===== src/hdl/mqe_pkg.sv =====
// Shared types, constants and character helpers for the Q encoded-word encoder.
`timescale 1ns / 1ps
package mqe_pkg;

	localparam int WORD_LIMIT = 75;
	localparam int PREFIX_LEN = 10;
	localparam int SUFFIX_LEN = 2;
	localparam logic [5:0] MAX_LEN_RST = 6'(WORD_LIMIT - PREFIX_LEN - SUFFIX_LEN);
	localparam int QDEPTH = 2;
	localparam int QPTR_W = $clog2(QDEPTH);
	localparam logic [7:0] CH_SPACE = 8'h20;
	localparam logic [7:0] CH_UNDERSCORE = 8'h5F;
	localparam logic [7:0] CH_EQUALS = 8'h3D;
	localparam logic [7:0] CH_QMARK = 8'h3F;
	localparam logic [127:0] HEX_DIGITS = "0123456789ABCDEF";

	typedef enum logic [2:0] {
		PH_START,
		PH_CLOSE,
		PH_SPACE,
		PH_PREFIX,
		PH_BYTE,
		PH_TAIL
	} phase_t;

	// One finished character and the framing that comes with it.
	typedef struct packed {
		logic            close_first;
		logic            open_word;
		logic            lead_space;
		logic            eot;
		logic [1:0]      last_idx;
		logic [3:0][7:0] bytes;
	} job_t;

	function automatic logic [1:0] lead_len_m1(input logic [7:0] b);
		logic [1:0] r;
		r = 2'd0;
		if (b[7] == 1'b0)
			r = 2'd0;
		else if ((b & 8'hE0) == 8'hC0)
			r = 2'd1;
		else if ((b & 8'hF0) == 8'hE0)
			r = 2'd2;
		else if ((b & 8'hF8) == 8'hF0)
			r = 2'd3;
		return r;
	endfunction

	function automatic logic q_plain(input logic [7:0] b);
		return (b >= 8'h41 && b <= 8'h5A) || (b >= 8'h61 && b <= 8'h7A) ||
		       (b >= 8'h30 && b <= 8'h39) || b == 8'h21 || b == 8'h2A ||
		       b == 8'h2B || b == 8'h2D || b == 8'h2F;
	endfunction

	function automatic logic q_single(input logic [7:0] b);
		return (b == CH_SPACE) || q_plain(b);
	endfunction

	function automatic logic [7:0] hex_char(input logic [3:0] nib);
		return HEX_DIGITS[(7'd15 - {3'd0, nib}) * 8 +: 8];
	endfunction

	function automatic logic [7:0] prefix_char(input logic [3:0] idx);
		logic [7:0] c;
		case (idx)
			4'd0: c = "=";
			4'd1: c = "?";
			4'd2: c = "U";
			4'd3: c = "T";
			4'd4: c = "F";
			4'd5: c = "-";
			4'd6: c = "8";
			4'd7: c = "?";
			4'd8: c = "Q";
			4'd9: c = "?";
			default: c = "?";
		endcase
		return c;
	endfunction

endpackage


===== src/hdl/mqe_front.sv =====
// Front end: groups UTF-8 bytes into characters and decides word framing.
`timescale 1ns / 1ps
module mqe_front
	import mqe_pkg::*;
(
	input  logic       clk,
	input  logic       arst_n,
	input  logic       in_valid,
	input  logic [7:0] data_byte,
	input  logic       end_of_text,
	input  logic [5:0] max_len,
	input  logic       fifo_full,
	output logic       in_stall,
	output logic       push,
	output job_t       job
);

	logic [1:0] need_q;
	logic [1:0] pcount_q;
	logic [3:0] penc_q;
	logic [5:0] chunk_q;
	logic       any_word_q;
	logic [7:0] pend_q [3];

	logic       accept;
	logic       need_is0;
	logic [1:0] need_d0;
	logic [1:0] cnt0;
	logic [3:0] penc0;
	logic [3:0] enc;
	logic       finish;
	logic [6:0] sum7;
	logic       close_w;
	logic       open_w;
	logic [5:0] new_chunk;

	assign in_stall = fifo_full;
	assign accept   = in_valid && !fifo_full;

	always_comb begin
		need_is0  = (need_q == 2'd0);
		need_d0   = need_is0 ? lead_len_m1(data_byte) : need_q - 2'd1;
		cnt0      = need_is0 ? 2'd0 : pcount_q;
		penc0     = need_is0 ? 4'd0 : penc_q;
		enc       = penc0 + (q_single(data_byte) ? 4'd1 : 4'd3);
		finish    = (need_d0 == 2'd0) || end_of_text;
		sum7      = {1'b0, chunk_q} + {3'b000, enc};
		close_w   = (chunk_q != 6'd0) && (sum7 > {1'b0, max_len});
		open_w    = close_w || (chunk_q == 6'd0);
		new_chunk = (close_w ? 6'd0 : chunk_q) + {2'b00, enc};
	end

	always_comb begin
		job.close_first = close_w;
		job.open_word   = open_w;
		job.lead_space  = open_w && any_word_q;
		job.eot         = end_of_text;
		job.last_idx    = cnt0;
		for (int i = 0; i < 3; i++) begin
			job.bytes[i] = (cnt0 == 2'(i)) ? data_byte : pend_q[i];
		end
		job.bytes[3] = data_byte;
	end

	assign push = accept && finish;

	always_ff @(posedge clk or negedge arst_n) begin
		if (!arst_n) begin
			need_q     <= 2'd0;
			pcount_q   <= 2'd0;
			penc_q     <= 4'd0;
			chunk_q    <= 6'd0;
			any_word_q <= 1'b0;
		end else if (accept) begin
			if (!finish) begin
				need_q   <= need_d0;
				pcount_q <= cnt0 + 2'd1;
				penc_q   <= enc;
			end else begin
				need_q     <= 2'd0;
				pcount_q   <= 2'd0;
				penc_q     <= 4'd0;
				chunk_q    <= end_of_text ? 6'd0 : new_chunk;
				any_word_q <= !end_of_text;
			end
		end
	end

	// Hold the bytes of an unfinished character.
	always_ff @(posedge clk) begin
		if (accept && !finish) begin
			for (int i = 0; i < 3; i++) begin
				if (cnt0 == 2'(i))
					pend_q[i] <= data_byte;
			end
		end
	end

endmodule


===== src/hdl/mqe_job_fifo.sv =====
// Short job queue between the front end and the character sequencer.
`timescale 1ns / 1ps
module mqe_job_fifo
	import mqe_pkg::*;
(
	input  logic clk,
	input  logic arst_n,
	input  logic push,
	input  job_t push_job,
	input  logic pop,
	output logic full,
	output logic empty,
	output job_t head
);

	job_t                mem_q [QDEPTH];
	logic [QPTR_W-1:0]   wr_q;
	logic [QPTR_W-1:0]   rd_q;
	logic [QPTR_W:0]     count_q;

	assign full  = (count_q == (QPTR_W+1)'(QDEPTH));
	assign empty = (count_q == '0);
	assign head  = mem_q[rd_q];

	always_ff @(posedge clk or negedge arst_n) begin
		if (!arst_n) begin
			wr_q    <= '0;
			rd_q    <= '0;
			count_q <= '0;
		end else begin
			if (push)
				wr_q <= (wr_q == QPTR_W'(QDEPTH - 1)) ? '0 : wr_q + 1'b1;
			if (pop)
				rd_q <= (rd_q == QPTR_W'(QDEPTH - 1)) ? '0 : rd_q + 1'b1;
			if (push && !pop)
				count_q <= count_q + 1'b1;
			else if (pop && !push)
				count_q <= count_q - 1'b1;
		end
	end

	always_ff @(posedge clk) begin
		if (push)
			mem_q[wr_q] <= push_job;
	end

endmodule


===== src/hdl/mqe_back.sv =====
// Back end: walks one job per character and emits encoded text beats.
`timescale 1ns / 1ps
module mqe_back
	import mqe_pkg::*;
(
	input  logic       clk,
	input  logic       arst_n,
	input  logic       job_valid,
	input  job_t       head,
	output logic       pop,
	input  logic       out_stall,
	output logic       out_valid,
	output logic [7:0] out_char,
	output logic       run_last,
	output logic       text_done
);

	phase_t     phase_q;
	logic [3:0] idx_q;
	logic [1:0] bi_q;
	logic [1:0] di_q;
	logic       out_valid_q;
	logic [7:0] char_q;
	logic       last_q;
	logic       done_q;

	phase_t     cur_ph;
	phase_t     after_close;
	phase_t     ph_d;
	logic [3:0] idx_d;
	logic [1:0] bi_d;
	logic [1:0] di_d;
	logic       job_end;
	logic       take;
	logic [7:0] cur_byte;
	logic       char_done;
	logic       byte_last;
	logic [7:0] char_w;
	logic       last_w;

	assign take     = job_valid && (!out_valid_q || !out_stall);
	assign pop      = take && job_end;
	assign cur_byte = head.bytes[bi_q];
	assign char_done = q_single(cur_byte) || (di_q == 2'd2);
	assign byte_last = (bi_q == head.last_idx);

	always_comb begin
		after_close = head.lead_space ? PH_SPACE : (head.open_word ? PH_PREFIX : PH_BYTE);
		if (phase_q == PH_START)
			cur_ph = head.close_first ? PH_CLOSE : after_close;
		else
			cur_ph = phase_q;
	end

	// Next state
	always_comb begin
		ph_d    = cur_ph;
		idx_d   = idx_q;
		bi_d    = bi_q;
		di_d    = di_q;
		job_end = 1'b0;
		case (cur_ph)
			PH_CLOSE: begin
				if (idx_q == 4'd1) begin
					ph_d  = after_close;
					idx_d = 4'd0;
				end else begin
					idx_d = idx_q + 4'd1;
				end
			end
			PH_SPACE: begin
				ph_d = PH_PREFIX;
			end
			PH_PREFIX: begin
				if (idx_q == 4'(PREFIX_LEN - 1)) begin
					ph_d  = PH_BYTE;
					idx_d = 4'd0;
				end else begin
					idx_d = idx_q + 4'd1;
				end
			end
			PH_BYTE: begin
				if (char_done) begin
					di_d = 2'd0;
					if (byte_last) begin
						bi_d = 2'd0;
						if (head.eot)
							ph_d = PH_TAIL;
						else
							job_end = 1'b1;
					end else begin
						bi_d = bi_q + 2'd1;
					end
				end else begin
					di_d = di_q + 2'd1;
				end
			end
			PH_TAIL: begin
				if (idx_q == 4'd1)
					job_end = 1'b1;
				else
					idx_d = idx_q + 4'd1;
			end
			default: begin
				ph_d = cur_ph;
			end
		endcase
		if (job_end) begin
			ph_d  = PH_START;
			idx_d = 4'd0;
			bi_d  = 2'd0;
			di_d  = 2'd0;
		end
	end

	// Outputs
	always_comb begin
		char_w = CH_QMARK;
		last_w = 1'b0;
		case (cur_ph)
			PH_CLOSE: char_w = (idx_q == 4'd0) ? CH_QMARK : CH_EQUALS;
			PH_SPACE: char_w = CH_SPACE;
			PH_PREFIX: char_w = prefix_char(idx_q);
			PH_BYTE: begin
				if (cur_byte == CH_SPACE)
					char_w = CH_UNDERSCORE;
				else if (q_plain(cur_byte))
					char_w = cur_byte;
				else if (di_q == 2'd0)
					char_w = CH_EQUALS;
				else if (di_q == 2'd1)
					char_w = hex_char(cur_byte[7:4]);
				else
					char_w = hex_char(cur_byte[3:0]);
				last_w = char_done && byte_last && !head.eot;
			end
			PH_TAIL: begin
				char_w = (idx_q == 4'd0) ? CH_QMARK : CH_EQUALS;
				last_w = (idx_q == 4'd1);
			end
			default: char_w = CH_QMARK;
		endcase
	end

	always_ff @(posedge clk or negedge arst_n) begin
		if (!arst_n) begin
			phase_q     <= PH_START;
			idx_q       <= 4'd0;
			bi_q        <= 2'd0;
			di_q        <= 2'd0;
			out_valid_q <= 1'b0;
		end else begin
			if (take) begin
				phase_q     <= ph_d;
				idx_q       <= idx_d;
				bi_q        <= bi_d;
				di_q        <= di_d;
				out_valid_q <= 1'b1;
			end else if (!out_stall) begin
				out_valid_q <= 1'b0;
			end
		end
	end

	always_ff @(posedge clk) begin
		if (take) begin
			char_q <= char_w;
			last_q <= last_w;
			done_q <= last_w && head.eot;
		end
	end

	assign out_valid = out_valid_q;
	assign out_char  = char_q;
	assign run_last  = last_q;
	assign text_done = done_q;

endmodule


===== src/hdl/mime_q_encoded_word_encoder.sv =====
// Top level of the streaming Q encoded-word (UTF-8) header encoder.
`timescale 1ns / 1ps
// Takes UTF-8 text one byte per input beat and produces the encoded header
// text one ASCII character per output beat, packed into words of the form
// =?UTF-8?Q?...?= with at most max_text_len encoded characters per word unless
// one character alone is longer; a new word follows after one space and a
// character is never split. The front end takes one byte per clock while its
// two-entry job queue has room; a byte that finishes a character becomes one
// job. The back end emits exactly one character per clock while a job is
// queued and the output is not stalled. A job yields 1 character for a plain
// byte, 3 for an escaped one, 25 for four escaped bytes that close a word and
// open a new one, and up to 27 when the text also ends on that character.
// An unfinished multi-byte character costs nothing until its last byte.
// Sustained throughput is therefore set by the output channel at one
// character per clock. The configuration write port is always ready; write
// it only while no text is in flight. run_last marks the final character
// caused by an input byte, text_done the closing '=' of the whole text.
module mime_q_encoded_word_encoder
	import mqe_pkg::*;
(
	input  logic       clk,
	input  logic       arst_n,
	// configuration write channel
	input  logic       cfg_valid,
	output logic       cfg_ready,
	input  logic [5:0] max_text_len,
	// input channel
	input  logic       in_valid,
	output logic       in_stall,
	input  logic [7:0] data_byte,
	input  logic       end_of_text,
	// output channel
	output logic       out_valid,
	input  logic       out_stall,
	output logic [7:0] out_char,
	output logic       run_last,
	output logic       text_done
);

	logic [5:0] max_len_q;
	logic       fifo_full;
	logic       fifo_empty;
	logic       front_push;
	logic       back_pop;
	job_t       front_job;
	job_t       head_job;

	// Take a register write on every beat; the port never pushes back.
	assign cfg_ready = 1'b1;

	always_ff @(posedge clk or negedge arst_n) begin
		if (!arst_n)
			max_len_q <= MAX_LEN_RST;
		else if (cfg_valid && cfg_ready)
			max_len_q <= max_text_len;
	end

	// Group bytes into characters, track word fill and decide framing.
	mqe_front u_front (
		.clk        (clk),
		.arst_n     (arst_n),
		.in_valid   (in_valid),
		.data_byte  (data_byte),
		.end_of_text(end_of_text),
		.max_len    (max_len_q),
		.fifo_full  (fifo_full),
		.in_stall   (in_stall),
		.push       (front_push),
		.job        (front_job)
	);

	// Decouple the two sides so a stalled output does not block byte intake while the queue has room.
	mqe_job_fifo u_fifo (
		.clk     (clk),
		.arst_n  (arst_n),
		.push    (front_push),
		.push_job(front_job),
		.pop     (back_pop),
		.full    (fifo_full),
		.empty   (fifo_empty),
		.head    (head_job)
	);

	// Expand each job into close, space, prefix, encoded bytes and tail.
	mqe_back u_back (
		.clk      (clk),
		.arst_n   (arst_n),
		.job_valid(!fifo_empty),
		.head     (head_job),
		.pop      (back_pop),
		.out_stall(out_stall),
		.out_valid(out_valid),
		.out_char (out_char),
		.run_last (run_last),
		.text_done(text_done)
	);

`ifndef SYNTH
	a_push_has_room: assert property (@(posedge clk) disable iff (!arst_n)
		front_push |-> !fifo_full)
		else $error("job pushed into a full queue");

	a_done_is_last: assert property (@(posedge clk) disable iff (!arst_n)
		(out_valid && text_done) |-> run_last)
		else $error("text_done without run_last");

	a_done_char: assert property (@(posedge clk) disable iff (!arst_n)
		(out_valid && text_done) |-> (out_char == CH_EQUALS))
		else $error("text_done not on the closing equals sign");

	a_pop_not_empty: assert property (@(posedge clk) disable iff (!arst_n)
		back_pop |-> !fifo_empty)
		else $error("job popped from an empty queue");
`endif

endmodule

===== config.mk =====
export PLATFORM = sky130hd
export DESIGN_NAME = mime_q_encoded_word_encoder
export DESIGN_NICKNAME = d
export VERILOG_FILES = /design/src/hdl/mqe_pkg.sv /design/src/hdl/mqe_front.sv /design/src/hdl/mqe_job_fifo.sv /design/src/hdl/mqe_back.sv /design/src/hdl/mime_q_encoded_word_encoder.sv
export SDC_FILE = /design/constraint.sdc
export NUM_CORES = 1
export LEC_CHECK = 0
export BUFFER_PORTS_ARGS = -buffer_cell sky130_fd_sc_hd__buf_2
export CORE_ASPECT_RATIO = 1.25
export CORE_MARGIN = 2
export CORE_UTILIZATION = 55
export CTS_CLUSTER_SIZE = 10
export DETAILED_ROUTE_END_ITERATION = 10
export GPL_TIMING_DRIVEN = 0
export PLACE_DENSITY = 0.75
export SLEW_MARGIN = 20
export SYNTH_ARGS = -nofsm -noshare
export SYNTH_HDL_FRONTEND = slang
export SYNTH_SLANG_ARGS = --single-unit

===== constraint.sdc =====
create_clock -name clk -period 4.3 [get_ports clk]
set_input_delay 0 -clock clk [delete_from_list [all_inputs] [get_ports clk]]
set_output_delay 0 -clock clk [all_outputs]
set_load 0.005 [all_outputs]

[Word-level counts from Yosys, hierarchy flattened]
Memories as Yosys holds them, arrays and structs flattened.
Cells that the tools add are included.
Widths: inputs -> output; s select.
Cells by class
  muxes and demuxes: 76
  reductions and logical operators: 67
  order comparisons: 14
  add/subtract/negate cells: 14
  shifts and indexed selects: 2
  equality and inequality tests: 30
Operator list (number)
  $shiftx 128x33->8 const A: 2
  $eq 8x6->1 const B: 12
  $mux 8: 10
  $mux 2: 21
  $ge 8x7->1 const B: 4
  $le 8x7->1 const B: 4
  $pmux 8 s4: 1
  $mux 3: 10
  $mux 4: 6
  $mux 1: 21
  $logic_or 1x1->1: 20
  $logic_and 1x1->1: 18
  $bmux 8 s2: 1
  $ge 8x6->1 const B: 2
  $le 8x6->1 const B: 2
  $reduce_or 8->1: 2
  $mux 6: 2
  $pmux 3 s4: 1
  $pmux 4 s3: 1
  $logic_not 2->1: 5
  $sub 4x4->5 const A: 2
  $eq 3x3->1 const B: 3
  $logic_not 1->1: 9
  $add 2x1->2 const B: 4
  other kinds (28): 40
Storage, ports and cells
  input bits: 20
  bits in read-only memories: 112
  output and inout bits: 13
  bits in writable memories: 100
  memories: 3
  register bits: 47
Memories
  (no name shown): words 16, width 7, rd ports 1, clocked after memory_dff 0, write ports 0, line mqe_pkg.sv:66  | case (idx)
  u_fifo.mem_q: words 2, width 38, rd ports 1, clocked after memory_dff 0, write ports 1, line mqe_job_fifo.sv:16  | job_t mem_q [QDEPTH];
  u_front.pend_q: words 3, width 8, rd ports 3, clocked after memory_dff 0, write ports 1, line mqe_front.sv:23  | logic [7:0] pend_q [3];

[Longest topological paths before layout]
Gate-level depths: netlist of run 1.
An unclocked memory read counts as a cell.
  depth in word-level cells: 20
  mapped depth: 28
  mapped depth without buffers: 27

[Hierarchy]
From an unflattened synthesis of run 1, not the netlist that was laid out.
Second synthesis, totals
  cell total of the unflattened synthesis: 616
  area total of the unflattened synthesis: 7866.3 um^2
Modules (own cells, without submodules)
  mqe_job_fifo: instances 1, cells each 134, seq. area each 2382.3 um^2, area an instance 2975.4 um^2
  mqe_front: instances 1, cells each 237, seq. area each 1096.1 um^2, area an instance 2555.0 um^2
  mqe_back: instances 1, cells each 229, seq. area each 600.6 um^2, area an instance 2062.0 um^2
  mime_q_encoded_word_encoder: instances 1, cells each 16, seq. area each 157.7 um^2, area an instance 274.0 um^2

[Worst setup path before layout of run 1]
No wires, ideal clock.
  path kind: reg2reg
  from: register u_front.need_q[0]
  to: register u_front.chunk_q[5]
  setup time: 0.079 ns
  slack: -0.296 ns
  required time: 4.221 ns
  path buffers: 1
  cell stages (with the launch flop): 24
  data arrival time: 4.516 ns
  path through: dfrtp_1 > or2_2 > clkbuf_1 > nand2_1 > fa_1 > fa_1 > inv_1 > ha_1 > nor2b_1 > o21a_1 > o21a_1 > o21a_1 > o21a_1 > o22a_1 > nor2_1 > nand2_1 > inv_1 > ha_1 > a21o_1 > a21oi_1 > nor2b_1 > o21ai_0 > or4_1 > mux2i_1
On the way
  longest elaborated chain between the ends: 9
Ends and longest elaborated chain
  start, declared: line mqe_front.sv:18  | logic [1:0] need_q;
  start signal, assigned: line mqe_front.sv:76  | need_q <= need_d0;
  $logic_not 2->1: line mqe_front.sv:41  | need_is0 = (need_q == 2'd0);
  $mux 4: line mqe_front.sv:44  | penc0 = need_is0 ? 4'd0 : penc_q;
  $add 4x4->4: line mqe_front.sv:45  | enc = penc0 + (q_single(data_byte) ? 4'd1 : 4'd3);
  $add 6x4->7: line mqe_front.sv:47  | sum7 = {1'b0, chunk_q} + {3'b000, enc};
  $gt 7x6->1: line mqe_front.sv:48  | close_w = (chunk_q != 6'd0) && (sum7 > {1'b0, max_len});
  $logic_and 1x1->1: line mqe_front.sv:48
  $mux 6: line mqe_front.sv:50  | new_chunk = (close_w ? 6'd0 : chunk_q) + {2'b00, enc};
  $add 6x4->6: line mqe_front.sv:50
  $mux 6: line mqe_front.sv:83  | chunk_q <= end_of_text ? 6'd0 : new_chunk;
  end signal, assigned: line mqe_front.sv:83
  end, declared: line mqe_front.sv:21  | logic [5:0] chunk_q;
Several ways; a longest one is shown, not always the timed one.
A chain may end at the register's enable or synchronous reset.

[Worst setup path after layout of run 1]
Ends and elaborated chain as after synthesis.

==> impl_metrics.json, run 1 <==
{
  "endpoint_kind": "flop",
  "netlist_area_um2": 7712,
  "rsz0062_at_grt": "yes",
  "dp_hpwl_um": 11230,
  "cts_tree": "done",
  "cts_buffers": 17,
  "avgViaCountPerCell": 5.899,
  "cts.sinks": 147,
  "grt_max_degree": 38,
  "nFillCells": 929,
  "ant_nets": 0,
  "gr-total-overflow": 0,
  "crit_fanout": 4,
  "final.setup.worst_slack_ns": -0.2891,
  "io_buffers": 31,
  "setup_violations": 5,
  "fp.dieH_um": 136.4,
  "dieWidth_um": 109.9,
  "area_growth_pct": 19.86,
  "utilization": 0.6721,
  "htree_num_levels": 4,
  "crit_start": "u_front.need_q[0]$_DFFE_PN0P_",
  "seq_area_frac_synth": 0.5493,
  "drtPass1Iterations": 5,
  "ios": 33,
  "tns_ns": -0.9589,
  "path_class": "flop to flop",
  "critPathBufInv": 2,
  "crit_slowest_cell": "fa_1",
  "cpLargestDelayFamily": "adder cells",
  "antenna_cells": 0,
  "crit_top_cell": "o21a_1",
  "status": "finished, violations left",
  "path_clk_slew_ns": 0.06,
  "synth_cells": 637,
  "nets": 775,
  "placed_cells": 845,
  "synth_top_cell_by_area": "edfxtp_1",
  "synthMuxAreaShare": 0.1116,
  "synth_area_per_cell_um2": 12.11,
  "ys_ff_latch": 147,
  "crit_chain": "or2_4, nand2_4, fa_2, fa_1, inv_2, ha_4, nor2b_4, o21a_1, o21a_1, o21a_1, o21a_1, o22a_1, nor2_2, nand2_2, inv_1, ha_1, a21o_1, a21oi_2, nor2b_2, o21ai_2, or4_1, mux2i_1",
  "slew_viol_final": 0,
  "clockBufferDepth": 2,
  "synth_edf_count": 110,
  "slew_headroom": 0.3769,
  "grt_pass1_wl_um": 26730,
  "ys_types": 66,
  "synth_top_area_frac": 0.4283,
  "power_per_cell_area_nw_per_um2": 701.3,
  "root_buffer": "clkbuf_16",
  "timing.fmax_mhz": 217.9,
  "required_ns": 4.64,
  "core_area_um2": 13750,
  "synth_fa_ha_area_frac": 0.05646,
  "fin_crit_ns": 4.589,
  "rows": 48,
  "drive_gt1_frac": 0.2493,
  "period_share": 1.067,
  "synth_most_common_cell": "edfxtp_1",
  "ys.warnings.count": 0,
  "hold_viol": 0,
  "r2r_start": "u_front.need_q[0]$_DFFE_PN0P_",
  "synth_simple_gate_area_frac": 0.1142,
  "failed_checks": "setup timing",
  "max_stage_delay_ns": 0.52,
  "clock_latency_ns": 0.42,
  "instances_no_fill": 909,
  "antenna_found_initial": 0,
  "drtIter0Drc": 362,
  "hold_path.class": "primary input to flop",
  "grtUsageTotal": 0.2378,
  "cp-start-kind": "flop",
  "synthArstFlopShare": 0.2517,
  "ys.flop_type": "edfxtp_1",
  "dp_slack_ns": -0.7130,
  "route.detailed.drc": 0,
  "vdd_drop_max_mv": 0.3661,
  "hold_path_startpoint": "data_byte[0]",
  "route.vias.total": 5362,
  "finalPower_mw": 6.482,
  "dieArea_um2": 14990,
  "synth_top_family_by_area": "simple AND/OR/NAND/NOR gates",
  "synth_compound_area_frac": 0.1093,
  "cp.arrival_ns": 4.93,
  "grt_pass1_vias": 5500,
  "synth_xor_xnor_area_share": 0.01931,
  "cap_violations": 0,
  "cellLeakagePower_nw": 3.639,
  "initial_core_util": 0.5608,
  "wl_per_cell_um": 18.41,
  "tightestPinTransition_ns": 0.9347,
  "ys_top_cells_by_area": "edfxtp_1, dfrtp_1, ha_1, mux2_2, mux4_2",
  "gp_congestion": 0.8773,
  "wl_um": 16730,
  "netlist_top_cells_count": "edfxtp_1, nand2_1, inv_1",
  "worst_clock_skew_ns": 0.01200,
  "syn_nets": 690
}
final cells by class:
| type | count | area, um^2 | area share |
|---|---|---|---|
| Timing Repair Buffer | 68 | 515.5 | 0.05577 |
| Buffer | 25 | 133.9 | 0.01448 |
| Multi-Input combinational cell | 421 | 3346 | 0.3619 |
| Sequential cell | 147 | 4237 | 0.4583 |
| Tap cell | 175 | 219.0 | 0.02369 |
| Inverter | 42 | 157.7 | 0.01705 |
| Clock inverter | 12 | 202.7 | 0.02193 |
| Clock buffer | 19 | 432.9 | 0.04683 |
placed cells by master (no fill, tap or decap), types with 5 or more instances in the layout:
cell,count
buf_4,16
buf_2,36
mux2i_1,17
mux2_2,32
nor2b_1,8
edfxtp_1,110
dfstp_2,6
a21o_1,10
nand3_1,17
o21ai_0,30
nand2_1,65
xor2_1,7
mux4_2,14
clkbuf_16,17
inv_1,37
xnor2_1,8
bufinv_16,5
ha_1,26
nor2_1,35
dlygate4sd3_1,20
nor3_1,8
clkbuf_1,15
a21oi_1,18
nand2b_1,9
buf_6,5
o31ai_1,8
and3_1,9
dfrtp_1,31
state kept, by name, summed over array words and instances, names as in the netlist:
register and count:
u_front.chunk_q 6, u_back.out_char 8, u_back.idx_q 4, u_front.pcount_q 2, u_back.bi_q 2, u_back.phase_q 3
u_front.penc_q 4, u_back.run_last 1, max_len_q 6, u_fifo.mem_q 76, u_back.di_q 2, u_fifo.count_q 2
u_front.pend_q 24, u_back.text_done 1, u_back.out_valid 1, u_front.need_q 2, u_front.any_word_q 1, u_fifo.wr_q 1
u_fifo.rd_q 1
per-stage QoR:
step	instance area [um^2]	hold WS [ns]
6_report	9244	0.03639
5_1_grt	9244	0.04010
4_1_cts	9181	0.01136
3_5_place_dp	8184	0.1780
3_3_place_gp	8135	0.1610
2_1_floorplan	7761	-0.2956
metal layers:
metal  up-vias  GRT usage  share of wire
met2       152     0.4070           0.54
met5         -          0              0
met3        39    0.05513          0.036
li1       2504          -              -
met1      2667     0.2830           0.40
met4         0     0.1048          0.027
path summary, 6_finish.rpt:
check	endpoint	slack [ns]	depth (start not counted)
min in group asynchronous	u_back.di_q[1]$_DFFE_PN0P_	0.26	2
max	u_front.chunk_q[5]$_DFFE_PN0P_	-0.29	22
max in group asynchronous	u_front.chunk_q[0]$_DFFE_PN0P_	3.45	2
min reg2reg	u_front.pcount_q[1]$_DFFE_PN0P_	0.46	2
max reg2reg	u_front.chunk_q[5]$_DFFE_PN0P_	-0.29	22
min	u_fifo.mem_q[1][0]$_DFFE_PP_	0.04	2
what timing repair did:
| item | in CTS | in global routing |
|---|---|---|
| setup buffers | 15 | 6 |
| setup endpoints to repair | 5 | 9 |
| hold buffers | 20 | 0 |
| hold endpoints to repair | 81 | 0 |
| resized for setup | 14 | 17 |
| pin swaps | 16 | 15 |
cells by family after synthesis:
kind of cell    count (synthesis)
simple gates                  182
other cells                     2
fa+ha+maj                      33
compound gates                123
xor+xnor                       17
buf+inv                        69
mux                            64
flops                         147
report_power, final:
| part | switching (mW) | internal [mW] |
|---|---|---|
| registers | 0.161 | 1.92 |
| logic | 1.61 | 1.20 |
| clock network | 0.561 | 1.03 |
| total | 2.33 | 4.15 |
(Power assumes the default switching activity.)
==> inputs of run 2 (changes only) <==
--- a/config.mk
+++ b/config.mk
@@ -9,6 +9,7 @@
 export CORE_ASPECT_RATIO = 1.25
 export CORE_MARGIN = 2
 export CORE_UTILIZATION = 55
+export CTS_BUF_LIST = sky130_fd_sc_hd__clkbuf_4 sky130_fd_sc_hd__clkbuf_8
 export CTS_CLUSTER_SIZE = 10
 export DETAILED_ROUTE_END_ITERATION = 10
 export GPL_TIMING_DRIVEN = 0
==> run 2 against run 1 <==
The run still ends with setup timing left. Largest cell class unchanged. Highest routed layer unchanged. Clock-buffer cell count unchanged. First-iteration DRC count up 28%. Sequential share of layout area increased by 0.60 points.
==> impl_metrics.json, run 2 (synthesis results as in run 1) <==
{
  "status": "finished, violations left",
  "failed_checks": "setup timing",
  "largest_reg_flops": 76,
  "nets": 785,
  "clock_latency_ns": 0.46,
  "root_buffer": "clkbuf_8",
  "regArea_um2": 4237,
  "vdd_drop_max_mv": 0.3315,
  "grt_pass1_vias": 5423,
  "setup_violations": 5,
  "largest_register": "u_fifo.mem_q",
  "clockBufferDepth": 2,
  "grt_pass1_wl_um": 26740,
  "gp_congestion": 0.8773,
  "slew_viol_final": 0,
  "drive_gt1_frac": 0.2433,
  "io_buffers": 31,
  "hold_path.class": "primary input to flop",
  "final_area_um2": 9125,
  "gr-total-overflow": 0,
  "rsz0062_at_grt": "yes",
  "dieArea_um2": 14990,
  "max_stage_delay_ns": 0.55,
  "placed_cell_area_um2": 8184,
  "dp_slack_ns": -0.7130,
  "multi_input_area_um2": 3314,
  "htree_num_levels": 4,
  "cp-start-kind": "flop",
  "utilization": 0.6635,
  "cp.arrival_ns": 4.95,
  "antenna_cells": 0,
  "fin_crit_ns": 4.573,
  "grtUsageTotal": 0.2378,
  "critPathBufInv": 2,
  "hold_ws_ns": 0.03299,
  "path_clk_slew_ns": 0.08,
  "initial_core_util": 0.5608,
  "cellLeakagePower_nw": 3.577,
  "cts.sinks": 147,
  "finalPower_mw": 6.079,
  "cts_tree": "done",
  "cpLargestDelayFamily": "adder cells",
  "fp.dieH_um": 136.4,
  "antenna_found_initial": 0,
  "rows": 48,
  "required_ns": 4.68,
  "avgViaCountPerCell": 5.808,
  "area_growth_pct": 18.32,
  "wl_um": 16560,
  "core_area_um2": 13750,
  "route.detailed.drc": 0,
  "tns_ns": -0.9374,
  "path_class": "flop to flop",
  "placed_cells": 845,
  "slew_headroom": 0.3785,
  "layout_commonest_cell": "edfxtp_1",
  "ant_nets": 0,
  "nFillCells": 965,
  "dp_hpwl_um": 11230,
  "cts_buffers": 17,
  "power_per_cell_area_nw_per_um2": 666.2,
  "ios": 33,
  "drtIter0Drc": 464,
  "mostFrequentLayoutCells": "edfxtp_1, nand2_1, inv_1, buf_2, nor2_1",
  "cap_violations": 0,
  "crit_slowest_cell": "fa_1",
  "tightestPinTransition_ns": 0.9323,
  "worst_clock_skew_ns": 0.01804,
  "dieWidth_um": 109.9,
  "period_share": 1.063,
  "instances_no_fill": 919,
  "final.setup.worst_slack_ns": -0.2726,
  "wl_per_cell_um": 18.02,
  "endpoint_kind": "flop",
  "crit_top_cell": "o21a_1",
  "drtPass1Iterations": 7,
  "hold_viol": 0,
  "route.vias.total": 5338,
  "timing.fmax_mhz": 218.7,
  "crit_chain": "or2_4, nand2_4, fa_2, fa_1, inv_2, ha_4, nor2b_4, o21a_1, o21a_1, o21a_1, o21a_1, o22a_1, nor2_2, nand2_2, inv_2, ha_1, a21o_1, a21oi_2, nor2b_2, o21ai_2, or4_1, mux2i_1",
  "crit_fanout": 4,
  "grt_max_degree": 38
}
run 2: changes by cell type in the layout (fill, tap and decap cells not counted), moves of 2 or more:
cell / previous run / this run
dlygate4sd3_1: 20 / 30
o21ai_0: 30 / 32
clkbuf_4: 0 / 2
clkbuf_16: 17 / 0
clkbuf_8: 0 / 17
run 2: path summary, 6_finish.rpt:
kind	start	end	slack, ns	cells past startpoint
worst max-delay path	u_front.need_q[0]$_DFFE_PN0P_	u_front.chunk_q[5]$_DFFE_PN0P_	-0.27	22
worst min register to register	u_front.pcount_q[1]$_DFFE_PN0P_	u_front.pcount_q[1]$_DFFE_PN0P_	0.47	2
max in group asynchronous	arst_n	u_front.chunk_q[0]$_DFFE_PN0P_	3.49	2
min in group asynchronous	arst_n	u_back.idx_q[1]$_DFFE_PN0P_	0.21	2
worst max register to register	u_front.need_q[0]$_DFFE_PN0P_	u_front.chunk_q[5]$_DFFE_PN0P_	-0.27	22
worst min-delay path	data_byte[2]	u_fifo.mem_q[1][18]$_DFFE_PP_	0.03	2
run 2: worst reg2reg max path: stages, from the launching register on:
cell and delay, ns:
dfrtp_1 0.39, or2_4 0.30, nand2_4 0.08, fa_2 0.51, fa_1 0.55, inv_2 0.05, ha_4 0.21, nor2b_4 0.12
o21a_1 0.18, o21a_1 0.17, o21a_1 0.18, o21a_1 0.21, o22a_1 0.19, nor2_2 0.14, nand2_2 0.10, inv_2 0.05
ha_1 0.13, a21o_1 0.14, a21oi_2 0.07, nor2b_2 0.15, o21ai_2 0.07, or4_1 0.40, mux2i_1 0.13
run 2: metal layers:
layer / track usage / routed length [um] / up-vias
met1: 0.2891 / 6836 / 2641
met3: 0.04554 / 557 / 33
met2: 0.4063 / 8746 / 134
li1: - / - / 2530
met4: 0.1069 / 420 / 0
met5: 0 / 0 / -
run 2: cell type report:
class	instances	area share
Sequential cell	147	0.4643
Clock buffer	19	0.02729
Multi-Input combinational cell	421	0.3632
Buffer	26	0.01508
Timing Repair Buffer	77	0.06664
Clock inverter	12	0.02221
Tap cell	175	0.02400
Inverter	42	0.01728
run 2: power breakdown:
part | switching [mW] | internal [mW] | leakage, nW
clock network | 0.525 | 0.704 | 0.225
logic | 1.59 | 1.19 | 1.88
registers | 0.156 | 1.91 | 1.48
run 2: timing repair:
action	CTS	global route
resized for setup	13	12
pin swaps	16	10
hold buffers	30	0
setup endpoints to repair	5	9
hold endpoints to repair	88	0
buffers inserted	15	5
==> inputs of run 3 (changes only) <==
--- a/config.mk
+++ b/config.mk
@@ -7,13 +7,13 @@
 export LEC_CHECK = 0
 export BUFFER_PORTS_ARGS = -buffer_cell sky130_fd_sc_hd__buf_2
 export CORE_ASPECT_RATIO = 1.25
-export CORE_MARGIN = 2
+export CORE_MARGIN = 10
 export CORE_UTILIZATION = 55
 export CTS_BUF_LIST = sky130_fd_sc_hd__clkbuf_4 sky130_fd_sc_hd__clkbuf_8
 export CTS_CLUSTER_SIZE = 10
 export DETAILED_ROUTE_END_ITERATION = 10
 export GPL_TIMING_DRIVEN = 0
-export PLACE_DENSITY = 0.75
+export PLACE_DENSITY = 0.72
 export SLEW_MARGIN = 20
 export SYNTH_ARGS = -nofsm -noshare
 export SYNTH_HDL_FRONTEND = slang
==> constraint.sdc (replaced) <==
create_clock -name clk -period 5.23 [get_ports clk]
set_input_delay 0 -clock clk [delete_from_list [all_inputs] [get_ports clk]]
set_output_delay 0 -clock clk [all_outputs]
set_load 0.005 [all_outputs]
==> run 3 against run 2 <==
The run now ends clean. Sequential power is 18% lower. Setup slack better by 0.47 ns. Register-to-register slack better by 0.47 ns. Worst hold slack better by 0.015 ns. Highest routed layer unchanged. Die area is 28% higher. Clock skew hardly changed.
==> impl_metrics.json, run 3 (synthesis results as in run 1) <==
{
  "status": "completed",
  "avgViaCountPerCell": 5.834,
  "largest_reg_flops": 76,
  "worst_clock_skew_ns": 0.01755,
  "dieWidth_um": 125.9,
  "grtUsageTotal": 0.1747,
  "drtIter0Drc": 319,
  "clock_latency_ns": 0.46,
  "cts_tree": "done",
  "route.detailed.drc": 0,
  "finalPower_mw": 4.679,
  "wl_per_cell_um": 18.30,
  "antenna_found_initial": 0,
  "htree_num_levels": 4,
  "setup_violations": 0,
  "grt_pass1_vias": 5556,
  "area_growth_pct": 14.42,
  "drive_gt1_frac": 0.2126,
  "crit_fanout": 7,
  "antenna_cells": 0,
  "nFillCells": 1048,
  "core_area_um2": 13750,
  "p_int_mw": 2.841,
  "ant_nets": 0,
  "timing.fmax_mhz": 198.5,
  "wl_um": 16540,
  "largest_register": "u_fifo.mem_q",
  "hold_viol": 0,
  "grt_max_degree": 38,
  "period_share": 0.9632,
  "dp_hpwl_um": 11720,
  "cp.arrival_ns": 5.41,
  "placed_cells": 845,
  "mostFrequentLayoutCells": "edfxtp_1, nand2_1, inv_1",
  "cts_buffers": 17,
  "power_frac_seq": 0.363,
  "holdPathEnd": "max_len_q[5]$_DFFE_PN1P_",
  "combPwrFrac": 0.453,
  "worstRegToRegCells": 23,
  "initial_core_util": 0.5608,
  "root_buffer": "clkbuf_8",
  "io_buffers": 31,
  "gp_congestion": 0.9050,
  "fp.dieH_um": 152.4,
  "gr-total-overflow": 0,
  "drtPass1Iterations": 5,
  "slew_viol_final": 0,
  "instances_no_fill": 904,
  "fin_crit_ns": 5.037,
  "path_class": "flop to flop",
  "cp-start-kind": "flop",
  "cts.sinks": 147,
  "endpoint_kind": "flop",
  "required_ns": 5.60,
  "hold_path_startpoint": "cfg_valid",
  "holdPathStages": 3,
  "cap_violations": 0,
  "vdd_drop_max_mv": 0.2568,
  "ios": 33,
  "clockBufferDepth": 2,
  "power_per_cell_area_nw_per_um2": 530.2,
  "rows": 48,
  "tightestPinTransition_ns": 0.8944,
  "dieArea_um2": 19190,
  "pwr-share-clk": 0.184,
  "r2r_start": "u_front.need_q[0]$_DFFE_PN0P_",
  "grt_pass1_wl_um": 27300,
  "p_switching_mw": 1.838,
  "hold_path.class": "primary input to flop",
  "rr_endpoint": "u_front.chunk_q[5]$_DFFE_PN0P_",
  "route.vias.total": 5274,
  "reg2reg_slack_ns": 0.19,
  "path_clk_slew_ns": 0.09,
  "slew_headroom": 0.4038,
  "swShare": 0.3929,
  "cellLeakagePower_nw": 3.436,
  "layout_commonest_cell": "edfxtp_1",
  "nets": 770
}
-- run 3: layout make-up --
cell class	instances	area, um^2	area share
Tap cell	175	219.0	0.02481
Clock inverter	14	143.9	0.01631
Timing Repair Buffer	61	470.5	0.05331
Buffer	27	141.4	0.01602
Clock buffer	17	234.0	0.02651
Sequential cell	147	4237	0.4801
Multi-Input combinational cell	421	3222	0.3651
Inverter	42	157.7	0.01786
-- run 3: critical path: stages (launching register included) --
cell,delay (ns)
dfrtp_1,0.41
or2_2,0.29
clkbuf_1,0.20
nand2_2,0.15
fa_2,0.51
fa_1,0.52
inv_1,0.05
ha_1,0.28
nor2b_1,0.14
o21a_1,0.17
o21a_1,0.17
o21a_1,0.17
o21a_1,0.19
o22a_1,0.19
nor2_2,0.16
nand2_2,0.10
inv_1,0.07
ha_1,0.14
a21o_1,0.12
a21oi_1,0.08
nor2b_1,0.15
o21ai_0,0.11
or4_1,0.42
mux2i_1,0.15
-- run 3: how the worst max path moves through the flow --
stage | end | slack (ns) | start
5_1_grt | u_front.chunk_q[5]$_DFFE_PN0P_ | -0.06 | data_byte[2]
2_1_floorplan | u_front.chunk_q[5]$_DFFE_PN0P_ | 0.63 | u_front.need_q[0]$_DFFE_PN0P_
6_report | u_front.chunk_q[5]$_DFFE_PN0P_ | 0.19 | u_front.need_q[0]$_DFFE_PN0P_
4_1_cts | u_front.chunk_q[4]$_DFFE_PN0P_ | 0.01 | data_byte[2]
3_3_place_gp | u_front.chunk_q[4]$_DFFE_PN0P_ | 0.08 | data_byte[3]
3_5_place_dp | u_front.chunk_q[4]$_DFFE_PN0P_ | -0.11 | data_byte[3]
-- run 3: per-layer routing --
layer | up-vias | global-route usage | share of wire
met4 | 0 | 0.09125 | 0.033
met1 | 2598 | 0.1953 | 0.40
met3 | 45 | 0.03933 | 0.041
li1 | 2499 | - | -
met5 | - | 0 | 0
met2 | 132 | 0.3021 | 0.52
-- run 3: per-stage QoR --
step           hold slack [ns]  area [um^2]    util  worst slack (ns)  setup TNS [ns]
6_report               0.04783         8825  0.6416            0.1927               0
5_1_grt                0.07073         8825  0.6416          -0.06364        -0.06364
4_1_cts               0.002270         8766  0.6374           0.01305               0
3_5_place_dp            0.1721         8135  0.5915           -0.1078         -0.1944
3_3_place_gp            0.1597         8087  0.5880           0.07521               0
2_1_floorplan          -0.2956         7712       -            0.6343               0
-- run 3: power by group through the flow --
stage          Clock [mW]  Sequential [mW]  Combinational, mW
6_report            0.861             1.70               2.12
5_1_grt             0.924             1.73               2.36
4_1_cts             0.877             1.70               2.10
3_5_place_dp            0             1.72               2.07
3_3_place_gp            0             1.71               1.97
2_1_floorplan           0             1.69               1.57
-- run 3: timing repair --
item | 4_1_cts | 5_1_grt
hold endpoints to repair | 82 | 0
buffers inserted | 0 | 3
pin swaps | 0 | 4
hold buffers | 25 | 0
endpoints found under the setup margin | 1 | 5
gates resized for setup | 1 | 11
